[src/design/rcsp_pkg.sv]
// ----------------------------------------------------------------------------
// rcsp_pkg
// Shared types, character codes and line-parsing helpers for the command
// stream parser.
// ----------------------------------------------------------------------------
package rcsp_pkg;

   localparam logic [7:0] CH_STAR   = 8'h2A;
   localparam logic [7:0] CH_DOLLAR = 8'h24;
   localparam logic [7:0] CH_CR     = 8'h0D;
   localparam logic [7:0] CH_LF     = 8'h0A;
   localparam logic [7:0] CH_TAB    = 8'h09;
   localparam logic [7:0] CH_SPACE  = 8'h20;
   localparam logic [7:0] CH_PLUS   = 8'h2B;
   localparam logic [7:0] CH_MINUS  = 8'h2D;
   localparam logic [7:0] CH_ZERO   = 8'h30;
   localparam logic [7:0] CH_NINE   = 8'h39;

   localparam logic [1:0]  SKIP_LEN  = 2'd2;
   localparam logic [31:0] MAG_CAP   = 32'h8000_0001;
   localparam logic [31:0] NEG_LIMIT = 32'h8000_0000;

   typedef enum logic [2:0] {
      PH_STAR, PH_COUNT, PH_DOLLAR, PH_LENGTH,
      PH_CONTENT, PH_SKIP, PH_IDLE, PH_BADLINE
   } parse_phase_type;

   typedef enum logic [1:0] {
      NP_WS, NP_SIGN, NP_DIGITS, NP_JUNK
   } number_phase_type;

   typedef enum logic [3:0] {
      ERR_NONE, ERR_LINE_END, ERR_BAD_STAR, ERR_BAD_DOLLAR, ERR_NO_DIGITS,
      ERR_OVERFLOW, ERR_COUNT, ERR_LENGTH, ERR_TRUNCATED
   } error_code_type;

   typedef struct packed {
      logic [7:0] data_byte;
      logic       last_byte;
   } item_type;

   typedef struct packed {
      logic           arg_byte_valid;
      logic [7:0]     arg_byte;
      logic [30:0]    arg_index;
      logic           arg_done;
      logic           header_done;
      logic [30:0]    arg_count;
      logic           cmd_done;
      logic           error_flag;
      error_code_type error_code;
   } rsp_type;

   // per-line parse context
   typedef struct packed {
      parse_phase_type  phase;
      number_phase_type nphase;
      logic             neg;
      logic [31:0]      mag;
      error_code_type   fault;
   } line_type;

   function automatic logic is_ws(logic [7:0] c);
      return c inside {CH_SPACE, [CH_TAB:CH_CR]};
   endfunction

   // one non-terminator character of a line
   function automatic line_type line_char(line_type s, logic [7:0] c);
      line_type    r;
      logic        digit;
      logic [35:0] m;
      r     = s;
      digit = c inside {[CH_ZERO:CH_NINE]};
      // mag * 10 + digit, as shift-add
      m     = {1'b0, s.mag, 3'b000} + {3'b000, s.mag, 1'b0} + {32'd0, c[3:0]};
      case (s.phase)
         PH_STAR: begin
            if (c == CH_STAR) begin
               r.phase = PH_COUNT;
            end else begin
               r.phase = PH_BADLINE;
               r.fault = ERR_BAD_STAR;
            end
         end
         PH_DOLLAR: begin
            if (c == CH_DOLLAR) begin
               r.phase = PH_LENGTH;
            end else begin
               r.phase = PH_BADLINE;
               r.fault = ERR_BAD_DOLLAR;
            end
         end
         PH_COUNT, PH_LENGTH: begin
            if (s.nphase != NP_JUNK) begin
               if (digit) begin
                  r.mag    = (m > {4'd0, MAG_CAP}) ? MAG_CAP : m[31:0];
                  r.nphase = NP_DIGITS;
               end else if (s.nphase == NP_WS && is_ws(c)) begin
                  r.nphase = NP_WS;
               end else if (s.nphase == NP_WS && (c == CH_PLUS || c == CH_MINUS)) begin
                  r.neg    = (c == CH_MINUS);
                  r.nphase = NP_SIGN;
               end else begin
                  if (s.nphase != NP_DIGITS) r.fault = ERR_NO_DIGITS;
                  r.nphase = NP_JUNK;
               end
            end
         end
         default: begin
            r = s;
         end
      endcase
      return r;
   endfunction

endpackage

[src/design/rcsp_in_stage.sv]
// ----------------------------------------------------------------------------
// rcsp_in_stage
// Input register: holds one request byte until the parser step consumes it.
// ----------------------------------------------------------------------------
module rcsp_in_stage
   import rcsp_pkg::*;
(
   input  logic       clock,
   input  logic       reset,
   input  logic       req_valid,
   output logic       req_stall,
   input  logic [7:0] req_data_byte,
   input  logic       req_last_byte,
   input  logic       take,
   output logic       item_valid,
   output item_type   item
);

   logic     valid_ff;
   item_type item_ff;

   // refill whenever the held request is consumed in the same cycle
   assign req_stall  = valid_ff && !take;
   assign item_valid = valid_ff;
   assign item       = item_ff;

   always_ff @(posedge clock) begin
      if (reset) begin
         valid_ff <= 1'b0;
      end else if (!req_stall) begin
         valid_ff <= req_valid;
      end
   end

   always_ff @(posedge clock) begin
      if (req_valid && !req_stall) begin
         item_ff.data_byte <= req_data_byte;
         item_ff.last_byte <= req_last_byte;
      end
   end

endmodule

[src/design/rcsp_step.sv]
// ----------------------------------------------------------------------------
// rcsp_step
// Parser state and the per-byte step: line framing, number scan, argument
// content counting and end-of-buffer checks.
// ----------------------------------------------------------------------------
module rcsp_step
   import rcsp_pkg::*;
(
   input  logic     clock,
   input  logic     reset,
   input  logic     fire,
   input  item_type item,
   output rsp_type  result
);

   parse_phase_type  phase_ff, phase_in, phase_step;
   number_phase_type nphase_ff, nphase_in;
   logic             neg_ff, neg_in;
   logic [31:0]      mag_ff, mag_in;
   logic             cr_ff, cr_in;
   error_code_type   fault_ff, fault_in;
   logic [30:0]      args_rem_ff, args_rem_in;
   logic [30:0]      cur_arg_ff, cur_arg_in;
   logic [30:0]      content_rem_ff, content_rem_in;
   logic [1:0]       skip_ff, skip_in;

   logic [7:0]       b;
   logic             lf_hit;
   logic             cont_last;
   logic             args_last;
   logic             skip_last;
   logic             len_zero;
   error_code_type   num_fault;
   error_code_type   end_err;
   line_type         ls0, ls_cr, ls_b;

   assign b         = item.data_byte;
   assign lf_hit    = cr_ff && (b == CH_LF);
   assign cont_last = (content_rem_ff == 31'd1);
   assign args_last = (args_rem_ff == 31'd1);
   assign skip_last = (skip_ff == 2'd1);
   assign len_zero  = (mag_ff[30:0] == 31'd0);

   assign ls0   = '{phase: phase_ff, nphase: nphase_ff, neg: neg_ff, mag: mag_ff,
                    fault: fault_ff};
   // a held CR that is not followed by LF is ordinary line text
   assign ls_cr = cr_ff ? line_char(ls0, CH_CR) : ls0;
   assign ls_b  = line_char(ls_cr, b);

   always_comb begin
      if (fault_ff != ERR_NONE) begin
         num_fault = fault_ff;
      end else if (nphase_ff == NP_WS || nphase_ff == NP_SIGN) begin
         num_fault = ERR_NO_DIGITS;
      end else if (neg_ff ? (mag_ff > NEG_LIMIT) : mag_ff[31]) begin
         num_fault = ERR_OVERFLOW;
      end else begin
         num_fault = ERR_NONE;
      end
   end

   // verdict of a line at its LF
   always_comb begin
      case (phase_ff)
         PH_STAR:    end_err = ERR_BAD_STAR;
         PH_DOLLAR:  end_err = ERR_BAD_DOLLAR;
         PH_BADLINE: end_err = fault_ff;
         PH_COUNT: begin
            if (num_fault != ERR_NONE)      end_err = num_fault;
            else if (neg_ff || mag_ff == 32'd0) end_err = ERR_COUNT;
            else                            end_err = ERR_NONE;
         end
         PH_LENGTH: begin
            if (num_fault != ERR_NONE)      end_err = num_fault;
            else if (neg_ff && mag_ff != 32'd0) end_err = ERR_LENGTH;
            else                            end_err = ERR_NONE;
         end
         default:    end_err = ERR_NONE;
      endcase
   end

   // next state
   always_comb begin
      phase_in       = phase_ff;
      nphase_in      = nphase_ff;
      neg_in         = neg_ff;
      mag_in         = mag_ff;
      cr_in          = cr_ff;
      fault_in       = fault_ff;
      args_rem_in    = args_rem_ff;
      cur_arg_in     = cur_arg_ff;
      content_rem_in = content_rem_ff;
      skip_in        = skip_ff;
      case (phase_ff)
         PH_CONTENT: begin
            content_rem_in = content_rem_ff - 31'd1;
            if (cont_last) begin
               args_rem_in = args_rem_ff - 31'd1;
               if (args_last) begin
                  phase_in = PH_IDLE;
               end else begin
                  skip_in  = SKIP_LEN;
                  phase_in = PH_SKIP;
               end
            end
         end
         PH_SKIP: begin
            skip_in = skip_ff - 2'd1;
            if (skip_last) begin
               cur_arg_in = cur_arg_ff + 31'd1;
               phase_in   = PH_DOLLAR;
               nphase_in  = NP_WS;
               neg_in     = 1'b0;
               mag_in     = 32'd0;
               fault_in   = ERR_NONE;
               cr_in      = 1'b0;
            end
         end
         PH_IDLE: begin
            phase_in = PH_IDLE;
         end
         default: begin
            if (lf_hit) begin
               cr_in = 1'b0;
               if (end_err != ERR_NONE) begin
                  phase_in = PH_IDLE;
               end else if (phase_ff == PH_COUNT) begin
                  args_rem_in = mag_ff[30:0];
                  cur_arg_in  = 31'd0;
                  phase_in    = PH_DOLLAR;
                  nphase_in   = NP_WS;
                  neg_in      = 1'b0;
                  mag_in      = 32'd0;
                  fault_in    = ERR_NONE;
               end else begin
                  content_rem_in = mag_ff[30:0];
                  if (len_zero) begin
                     args_rem_in = args_rem_ff - 31'd1;
                     if (args_last) begin
                        phase_in = PH_IDLE;
                     end else begin
                        skip_in  = SKIP_LEN;
                        phase_in = PH_SKIP;
                     end
                  end else begin
                     phase_in = PH_CONTENT;
                  end
               end
            end else if (b == CH_CR) begin
               phase_in  = ls_cr.phase;
               nphase_in = ls_cr.nphase;
               neg_in    = ls_cr.neg;
               mag_in    = ls_cr.mag;
               fault_in  = ls_cr.fault;
               cr_in     = 1'b1;
            end else begin
               phase_in  = ls_b.phase;
               nphase_in = ls_b.nphase;
               neg_in    = ls_b.neg;
               mag_in    = ls_b.mag;
               fault_in  = ls_b.fault;
               cr_in     = 1'b0;
            end
         end
      endcase
      phase_step = phase_in;
      // end of buffer: back to the start of a new request
      if (item.last_byte) begin
         phase_in       = PH_STAR;
         nphase_in      = NP_WS;
         neg_in         = 1'b0;
         mag_in         = 32'd0;
         cr_in          = 1'b0;
         fault_in       = ERR_NONE;
         args_rem_in    = 31'd0;
         cur_arg_in     = 31'd0;
         content_rem_in = 31'd0;
         skip_in        = 2'd0;
      end
   end

   // result of this byte
   always_comb begin
      result = '0;
      case (phase_ff)
         PH_CONTENT: begin
            result.arg_byte_valid = 1'b1;
            result.arg_byte       = b;
            result.arg_index      = cur_arg_ff;
            if (cont_last) begin
               result.arg_done = 1'b1;
               result.cmd_done = args_last;
            end
         end
         PH_SKIP, PH_IDLE: begin
            result.arg_done = 1'b0;
         end
         default: begin
            if (lf_hit) begin
               if (end_err != ERR_NONE) begin
                  result.error_flag = 1'b1;
                  result.error_code = end_err;
               end else if (phase_ff == PH_COUNT) begin
                  result.header_done = 1'b1;
                  result.arg_count   = mag_ff[30:0];
               end else if (len_zero) begin
                  result.arg_index = cur_arg_ff;
                  result.arg_done  = 1'b1;
                  result.cmd_done  = args_last;
               end
            end
         end
      endcase
      if (item.last_byte && !result.error_flag && phase_step != PH_IDLE) begin
         result.error_flag = 1'b1;
         result.error_code = (phase_step == PH_CONTENT) ? ERR_TRUNCATED : ERR_LINE_END;
      end
   end

   always_ff @(posedge clock) begin
      if (reset) begin
         phase_ff       <= PH_STAR;
         nphase_ff      <= NP_WS;
         neg_ff         <= 1'b0;
         mag_ff         <= 32'd0;
         cr_ff          <= 1'b0;
         fault_ff       <= ERR_NONE;
         args_rem_ff    <= 31'd0;
         cur_arg_ff     <= 31'd0;
         content_rem_ff <= 31'd0;
         skip_ff        <= 2'd0;
      end else if (fire) begin
         phase_ff       <= phase_in;
         nphase_ff      <= nphase_in;
         neg_ff         <= neg_in;
         mag_ff         <= mag_in;
         cr_ff          <= cr_in;
         fault_ff       <= fault_in;
         args_rem_ff    <= args_rem_in;
         cur_arg_ff     <= cur_arg_in;
         content_rem_ff <= content_rem_in;
         skip_ff        <= skip_in;
      end
   end

   a_skip_count: assert property (@(posedge clock) disable iff (reset)
      (phase_ff == PH_SKIP) |-> (skip_ff != 2'd0))
      else $error("skip phase with no bytes left to skip");

   a_content_count: assert property (@(posedge clock) disable iff (reset)
      (phase_ff == PH_CONTENT) |-> (content_rem_ff != 31'd0))
      else $error("content phase with no bytes left");

   a_cmd_with_arg: assert property (@(posedge clock) disable iff (reset)
      (fire && result.cmd_done) |-> result.arg_done)
      else $error("command done without argument done");

   a_err_idle: assert property (@(posedge clock) disable iff (reset)
      (fire && result.error_flag && !item.last_byte) |=> (phase_ff == PH_IDLE))
      else $error("parser not idle after an error");

   a_last_restart: assert property (@(posedge clock) disable iff (reset)
      (fire && item.last_byte) |=> (phase_ff == PH_STAR && !cr_ff))
      else $error("parser not restarted after final byte");

endmodule

[src/design/rcsp_out_stage.sv]
// ----------------------------------------------------------------------------
// rcsp_out_stage
// Result register: holds one response until the receiver takes it.
// ----------------------------------------------------------------------------
module rcsp_out_stage
   import rcsp_pkg::*;
(
   input  logic    clock,
   input  logic    reset,
   input  logic    load,
   input  rsp_type result_in,
   output logic    ready,
   output logic    rsp_valid,
   input  logic    rsp_stall,
   output rsp_type result_out
);

   logic    valid_ff;
   rsp_type result_ff;

   assign ready      = !valid_ff || !rsp_stall;
   assign rsp_valid  = valid_ff;
   assign result_out = result_ff;

   always_ff @(posedge clock) begin
      if (reset) begin
         valid_ff <= 1'b0;
      end else if (load) begin
         valid_ff <= 1'b1;
      end else if (!rsp_stall) begin
         valid_ff <= 1'b0;
      end
   end

   always_ff @(posedge clock) begin
      if (load) begin
         result_ff <= result_in;
      end
   end

endmodule

[src/design/resp_command_stream_parser.sv]
// ----------------------------------------------------------------------------
// resp_command_stream_parser
// A request byte is accepted into the input register, then the parser step
// loads its result into the result register when that register is free.
// Throughput: one byte per cycle while the response side does not stall;
// every request byte yields exactly one response.
// Reset: synchronous; parser returns to expecting the count line, both
// registers empty. The final byte of a buffer restarts the parser likewise.
// ----------------------------------------------------------------------------
module resp_command_stream_parser
   import rcsp_pkg::*;
(
   input  logic        clock,
   input  logic        reset,
   input  logic        req_valid,
   output logic        req_stall,
   input  logic [7:0]  req_data_byte,
   input  logic        req_last_byte,
   output logic        rsp_valid,
   input  logic        rsp_stall,
   output logic        rsp_arg_byte_valid,
   output logic [7:0]  rsp_arg_byte,
   output logic [30:0] rsp_arg_index,
   output logic        rsp_arg_done,
   output logic        rsp_header_done,
   output logic [30:0] rsp_arg_count,
   output logic        rsp_cmd_done,
   output logic        rsp_error_flag,
   output logic [3:0]  rsp_error_code
);

   logic     item_valid;
   item_type item;
   logic     out_ready;
   logic     fire;
   rsp_type  step_result;
   rsp_type  held_result;

   assign fire = item_valid && out_ready;

   rcsp_in_stage u_in (
      .clock         (clock),
      .reset         (reset),
      .req_valid     (req_valid),
      .req_stall     (req_stall),
      .req_data_byte (req_data_byte),
      .req_last_byte (req_last_byte),
      .take          (fire),
      .item_valid    (item_valid),
      .item          (item)
   );

   rcsp_step u_step (
      .clock  (clock),
      .reset  (reset),
      .fire   (fire),
      .item   (item),
      .result (step_result)
   );

   rcsp_out_stage u_out (
      .clock      (clock),
      .reset      (reset),
      .load       (fire),
      .result_in  (step_result),
      .ready      (out_ready),
      .rsp_valid  (rsp_valid),
      .rsp_stall  (rsp_stall),
      .result_out (held_result)
   );

   assign rsp_arg_byte_valid = held_result.arg_byte_valid;
   assign rsp_arg_byte       = held_result.arg_byte;
   assign rsp_arg_index      = held_result.arg_index;
   assign rsp_arg_done       = held_result.arg_done;
   assign rsp_header_done    = held_result.header_done;
   assign rsp_arg_count      = held_result.arg_count;
   assign rsp_cmd_done       = held_result.cmd_done;
   assign rsp_error_flag     = held_result.error_flag;
   assign rsp_error_code     = held_result.error_code;

endmodule

[config.mk]
export PLATFORM = sky130hd
export DESIGN_NAME = resp_command_stream_parser
export DESIGN_NICKNAME = d
export VERILOG_FILES = /design/src/design/rcsp_pkg.sv /design/src/design/rcsp_in_stage.sv /design/src/design/rcsp_step.sv /design/src/design/rcsp_out_stage.sv /design/src/design/resp_command_stream_parser.sv
export SDC_FILE = /design/constraint.sdc
export NUM_CORES = 1
export LEC_CHECK = 0
export BUFFER_PORTS_ARGS = -buffer_cell sky130_fd_sc_hd__buf_2
export CAP_MARGIN = 15
export CORE_MARGIN = 3
export CORE_UTILIZATION = 59
export CTS_CLUSTER_DIAMETER = 60
export DETAILED_ROUTE_END_ITERATION = 7
export GPL_ROUTABILITY_DRIVEN = 1
export GPL_TIMING_DRIVEN = 0
export HOLD_SLACK_MARGIN = 0.06
export PLACE_DENSITY = 0.79
export SYNTH_ARGS = -nofsm -noshare
export SYNTH_HDL_FRONTEND = slang
export SYNTH_HIERARCHICAL = 1
export SYNTH_SLANG_ARGS = --single-unit
[constraint.sdc]
create_clock -name clock -period 9.7 [get_ports clock]
set_clock_uncertainty 0.15 [all_clocks]
set_input_delay 1.455 -clock clock [delete_from_list [all_inputs] [get_ports clock]]
set_output_delay 1.455 -clock clock [all_outputs]
set_load 0.03 [all_outputs]
Word level (Yosys, flattened, before mapping)
Cells that the tools add are included.
{ "totals": {"reg_bits": 228, "in_bits": 13, "out_inout_bits": 81, "wordCells": 253} }
{ "op_classes": {"n_addsub": 6, "magnitude_cmp": 6, "eq_ne": 40, "muxes": 125, "bitwise": 2, "n_reduce_logical": 51} }
{ "ops": {"columns": ["operator", "count"], "rows": [
  ["two-way mux 31 bit", 15],
  ["two-way mux 32 bit", 11],
  ["one-hot mux 31 bit (2 select lines)", 4],
  ["two-way mux 4 bit", 21],
  ["two-way mux 70 bit", 1],
  ["two-way mux 65 bit", 1],
  ["one-hot mux 32 bit (2 select lines)", 1],
  ["== test 31 x 1 -> 1 bit (second input constant)", 2],
  ["subtractor 31 x 1 -> 31 bit (second input constant)", 2],
  ["two-way mux 2 bit", 21],
  ["two-way mux 42 bit", 1],
  ["== test 8 x 6 -> 1 bit (second input constant)", 5],
  ["two-way mux 3 bit", 13],
  ["two-way mux 39 bit", 1],
  ["adder 35 x 33 -> 36 bit", 1],
  ["adder 36 x 4 -> 36 bit", 1],
  ["greater-than comparator 36 x 32 -> 1 bit (second input constant)", 1],
  ["two-way mux 35 bit", 1],
  ["greater-than comparator 32 bit (second input constant)", 1],
  ["zero test 32 bit", 1],
  ["nonzero test 32 bit", 1],
  ["adder 31 x 1 -> 31 bit (second input constant)", 1],
  ["zero test 31 bit", 1],
  ["one-hot mux 4 bit (3 select lines)", 2],
  ["42 further kinds", 120]
]} }

Depth between registers and ports, before layout
{ "depth": {"ltp_word": 17, "ltp_mapped": 15, "ltp_nobuf": 13} }

Modules after synthesis
The synthesis kept the hierarchy.
{ "modules_own_cells": {"columns": ["module", "instances", "cells_each", "area_each_um2", "seq_area_each_um2"], "rows": [
  ["rcsp_step", 1, 1586, 11514.8, 2762.6],
  ["rcsp_out_stage", 1, 83, 2404.8, 2392.3],
  ["rcsp_in_stage", 1, 13, 320.3, 290.3],
  ["resp_command_stream_parser", 1, 1, 6.3, 0.0]
]} }

Least setup slack after synthesis
OpenSTA, ideal clock, no wires.
{ "synth_path": {"kind": "input port to flip-flop", "start": "input rsp_stall", "end": "register u_step.cur_arg_ff[23]", "setup_time_ps": 117, "arrival_time_ps": 5724, "setup_slack_ps": 3708, "stages": 9, "n_path_buf": 1, "cell_sequence": "nand2_1 > and2_1 > o21ai_1 > a2111oi_0 > a32oi_2 > buf_2 > nor4b_2 > xnor2_1 > nor2_1"} }
{ "synth_between": {"elab_chain_cells": 4} }
{ "synth_lines": {"columns": ["item", "line", "rtl"], "rows": [
  ["start, declared", "resp_command_stream_parser.sv:20", "input logic rsp_stall,"],
  ["zero test 1 bit", "rcsp_out_stage.sv:21", "assign ready = !valid_ff || !rsp_stall;"],
  ["logical OR 1 bit", "rcsp_out_stage.sv:21", null],
  ["logical AND 1 bit", "resp_command_stream_parser.sv:39", "assign fire = item_valid && out_ready;"],
  ["named net fire", "resp_command_stream_parser.sv:35", "logic fire;"],
  ["AND reduction 6 bit (no source line)", null, null],
  ["end signal, assigned", "rcsp_step.sv:240", "cur_arg_ff <= cur_arg_in;"],
  ["end, declared", "rcsp_step.sv:23", "logic [30:0] cur_arg_ff, cur_arg_in;"]
]} }
The timed path passes the listed nets, and every way through them passes these cells.
A chain may end at the register's enable or synchronous reset.

Worst setup path in the final report
{ "layout_path": {"start": "register u_step.mag_ff[0]", "end": "register u_step.mag_ff[0]"} }
{ "layout_between": {"elab_chain_cells": 12, "elab_cells_between_ends": 30, "classes_between": "2 x add/sub; 2 x order compare; 1 x eq/ne; 18 x mux; 7 x reduce/logical"} }
{ "layout_lines": {"columns": ["item", "line", "rtl"], "rows": [
  ["start, declared", "rcsp_step.sv:19", "logic [31:0] mag_ff, mag_in;"],
  ["start signal, assigned", "rcsp_step.sv:236", "mag_ff <= mag_in;"],
  ["two-way mux 42 bit", "rcsp_step.sv:47", "assign ls_cr = cr_ff ? line_char(ls0, CH_CR) : ls0;"],
  ["adder 35 x 33 -> 36 bit", "rcsp_pkg.sv:75", "m = {1'b0, s.mag, 3'b000} + {3'b000, s.mag, 1'b0} + {32'd0, c[3:0]};"],
  ["adder 36 x 4 -> 36 bit", "rcsp_pkg.sv:75", null],
  ["greater-than comparator 36 x 32 -> 1 bit", "rcsp_pkg.sv:96", "r.mag = (m > {4'd0, MAG_CAP}) ? MAG_CAP : m[31:0];"],
  ["two-way mux 32 bit", "rcsp_pkg.sv:96", null],
  ["two-way mux 32 bit", "rcsp_pkg.sv:95", "if (digit) begin"],
  ["two-way mux 39 bit", "rcsp_pkg.sv:94", "if (s.nphase != NP_JUNK) begin"],
  ["two-way mux 35 bit", "rcsp_pkg.sv:76", "case (s.phase)"],
  ["two-way mux 32 bit", "rcsp_step.sv:149", "end else if (b == CH_CR) begin"],
  ["two-way mux 32 bit", "rcsp_step.sv:123", "if (lf_hit) begin"],
  ["one-hot mux 32 bit (2 select lines)", "rcsp_step.sv:94", "case (phase_ff)"],
  ["two-way mux 32 bit", "rcsp_step.sv:168", "if (item.last_byte) begin"]
]} }
Parallel ways exist; a longest one is shown, timed or not.

==> flow_summary.json <==
{
  "period_needed_ns": 5.16,
  "min_path_type": "flop to flop",
  "startpoint": "u_step/mag_ff[0]",
  "place_hpwl_mm": 30.8,
  "grt_pass1_vias": 12600,
  "ir_worst_vdd_uv": 118,
  "fmax_ghz": 0.194,
  "hold_viol": 0,
  "reg2reg_to": "u_step/mag_ff[0]",
  "critPathMaxStageDelay_ns": 0.70,
  "maxSlewViolCount": 0,
  "ys_warn_count": 6,
  "synthDistinctLibCells": 94,
  "cp.required_ns": 9.96,
  "viasPerCell": 6.48,
  "hold_start": "u_step/args_rem_ff[15]",
  "path_class": "flop to flop",
  "netlist_instances": 1683,
  "total_power_uw": 2350,
  "crit_path_frequent_cell": "fa_1",
  "hold_buffers": 0,
  "clkSlewWorstSetupHoldPaths_ns": 0.06,
  "synth_edf_count": 88,
  "synth_area_per_cell_um2": 8.46,
  "routed_wl_mm": 43.5,
  "cts_tree": "built",
  "placed_cell_area_um2": 15100,
  "worst_ep_arrival_time_ns": 5.41,
  "drt_iter0_markers": 1727,
  "gp_congestion": 0.961,
  "drc": 1,
  "clock_sinks": 228,
  "yosys_most_used_dff": "dfxtp_1",
  "rsz0062_at_grt": "false",
  "cts_root_buf": "clkbuf_16",
  "cap_viol_max_count": 0,
  "multi_input_area_um2": 8200,
  "p_leak_uw": 0.00624,
  "clk_latency_ns": 0.52,
  "cp-start-kind": "flop",
  "overflow": 0,
  "maxSlewHeadroom_pct": 20.7,
  "htreeDepth": 1,
  "setup_viol": 0,
  "synth_seq_cells": 228,
  "fin_nets": 1889,
  "finalNonFillerCells": 2142,
  "placed_cells": 2096,
  "crit_fanout": 8,
  "hold_depth": 2,
  "fin_area_um2": 16000,
  "syn_area_um2": 14200,
  "drive_above_1_share_pct": 10.5,
  "pre_cts_ws_ns": 4.37,
  "finalSetupTns_ns": 0,
  "cts_buffers": 25,
  "crit_family": "compound AO/OA/AOI/OAI gates",
  "rr_startpoint": "u_step/mag_ff[0]",
  "core-area_um2": 23600,
  "post_cts_resized": 0,
  "finalWorstSetupSlack_ns": 4.54,
  "fill_cells": 2010,
  "violations": "design-rule violations",
  "dr.pass1.iters": 7,
  "crit_chain": "inv_1, fa_1, fa_1, nand2b_1, a211oi_2, o21ai_0, a2111o_1, a2111oi_0, o2111ai_1, or4_1, nor4_2, o21ai_1",
  "die_x_um": 161,
  "ant_nets": 0,
  "reg2reg_depth": 12,
  "synth_nets": 1767,
  "row_count": 56,
  "antenna_found_initial": 0,
  "power_density_nw_per_um2": 147,
  "tightest_slew_ns": 1.18,
  "postCtsSetupBuffers": 0,
  "num_vias": 13900,
  "die_area_um2": 26000,
  "ioPinCount": 94,
  "dieHeight_um": 161,
  "wl_per_cell_um": 20.3,
  "fin_crit_sh_pct": 53.2,
  "clk_path_buf_depth": 3,
  "run_status": "complete, but fails checks",
  "path_buf_inv": 1,
  "cp_slowest_cell": "a2111oi_0",
  "syn_to_final_growth_pct": 12.1,
  "min_to": "u_step/args_rem_ff[15]",
  "seqCellArea_um2": 5450,
  "synth-seq-area-share_pct": 38.2,
  "r2r_slack_ns": 4.54,
  "port_buffers": 93,
  "crit_path_end_kind": "flop",
  "grt.total_usage_pct": 32.3,
  "grt_max_degree": 67,
  "grt_pass1_wl_mm": 68.1,
  "diodes": 0,
  "initial_core_util_pct": 60.3,
  "async_flop_share_pct": 0
}
cells in the mapped netlist, drive strengths merged (41+ instances only):
cell,instances,area [um2]
nand2,176,663
a21oi,149,761
nor2,144,543
dfxtp,140,2800
o21ai,95,479
edfxtp,88,2640
ha,69,863
clkbuf,66,249
nor3,61,310
inv,56,210
nor2b,53,339
and2,49,307
nand4,45,297
nand3,41,205
xnor2,41,359
flip-flops by register name (all words and copies together) (netlist names):
signal,flops
u_out/result_out,79
u_step/phase_ff,3
u_step/skip_ff,2
u_step/cr_ff,1
u_step/mag_ff,32
u_step/cur_arg_ff,31
u_in/item_valid,1
u_out/rsp_valid,1
u_step/fault_ff,4
u_in/item,9
u_step/nphase_ff,2
u_step/neg_ff,1
u_step/args_rem_ff,31
u_step/content_rem_ff,31
cell usage in the layout, fill, tap and decap left out, types with 8 or more instances in the layout:
cell type,synthesis,routed
nor3b_1,15,15
o21ai_1,13,13
nor4_1,33,33
a31oi_1,12,12
xor2_1,12,12
nand2_1,175,175
or3_1,29,29
nor3_1,60,60
a2111oi_0,8,8
a22o_1,10,10
nor2_1,143,143
buf_1,8,8
nor2b_1,52,52
nand2b_1,17,17
and2_1,49,48
o21a_1,10,10
o21ai_0,81,81
edfxtp_1,88,88
or4_1,10,10
clkbuf_1,65,70
nand4_1,44,44
a21o_1,13,13
o32ai_1,18,18
a21oi_1,147,147
dfxtp_1,140,140
inv_1,56,56
a311oi_1,12,12
xnor2_1,41,41
a211oi_1,23,23
and3_1,18,18
nand3_1,41,41
clkbuf_16,0,25
ha_1,69,69
buf_2,20,113
o211ai_1,11,11
power by group:
part | switching (uW) | internal, uW
registers | 19.3 | 1030
clock network | 392 | 565
logic | 237 | 105
layout make-up:
cell class                 count  share of cell area, %
clock inverter                14                   1.03
timing repair buffer          95                   3.12
inverter                      57                   1.34
clock buffer                  31                   4.12
tap                          319                   2.50
multi-input combinational   1303                   51.4
buffer                        95                   2.42
sequential                   228                   34.1
cells by family after synthesis:
family / share of synthesized area (%)
AO/OA/AOI/OAI: 20.5
XOR/XNOR: 3.26
adder cells (fa/ha/maj): 6.34
buffers and inverters: 4.22
flip-flops: 38.2
multiplexers: 0.360
AND/OR/NAND/NOR: 27.1
worst max-delay path by stage:
stage | cells past startpoint | slack (ns) | end
finish | 12 | 4.54 | u_step/mag_ff[0]
CTS | 12 | 4.69 | u_step/mag_ff[0]
global route | 12 | 4.31 | u_step/mag_ff[0]
detailed placement | 10 | 4.37 | u_step/cur_arg_ff[25]
floorplan | 9 | 3.71 | u_step/cur_arg_ff[23]
global placement | 9 | 1.88 | u_step/cur_arg_ff[27]
metal layers:
metal | share of wire [%] | global-route usage [%] | vias up | routed length (um)
met5 | 0 | 0 | - | 0
met4 | 3.7 | 12.0 | 0 | 1610
met3 | 11 | 5.44 | 127 | 4630
met2 | 44 | 49.4 | 818 | 18900
met1 | 42 | 46.1 | 6457 | 18300
li1 | - | - | 6481 | -
worst min-delay path: stages (launching register included):
cell and delay [ns]:
dfxtp_1 0.31, o21ai_0 0.07, a21oi_1 0.06
metrics by stage:
stage,util [%],hold slack [ns]
floorplan,-,0.291
global placement,64.0,0.309
detailed placement,64.1,0.315
CTS,67.6,0.329
global route,67.6,0.364
finish,67.6,0.336
Power figures use the tool's default switching activity.
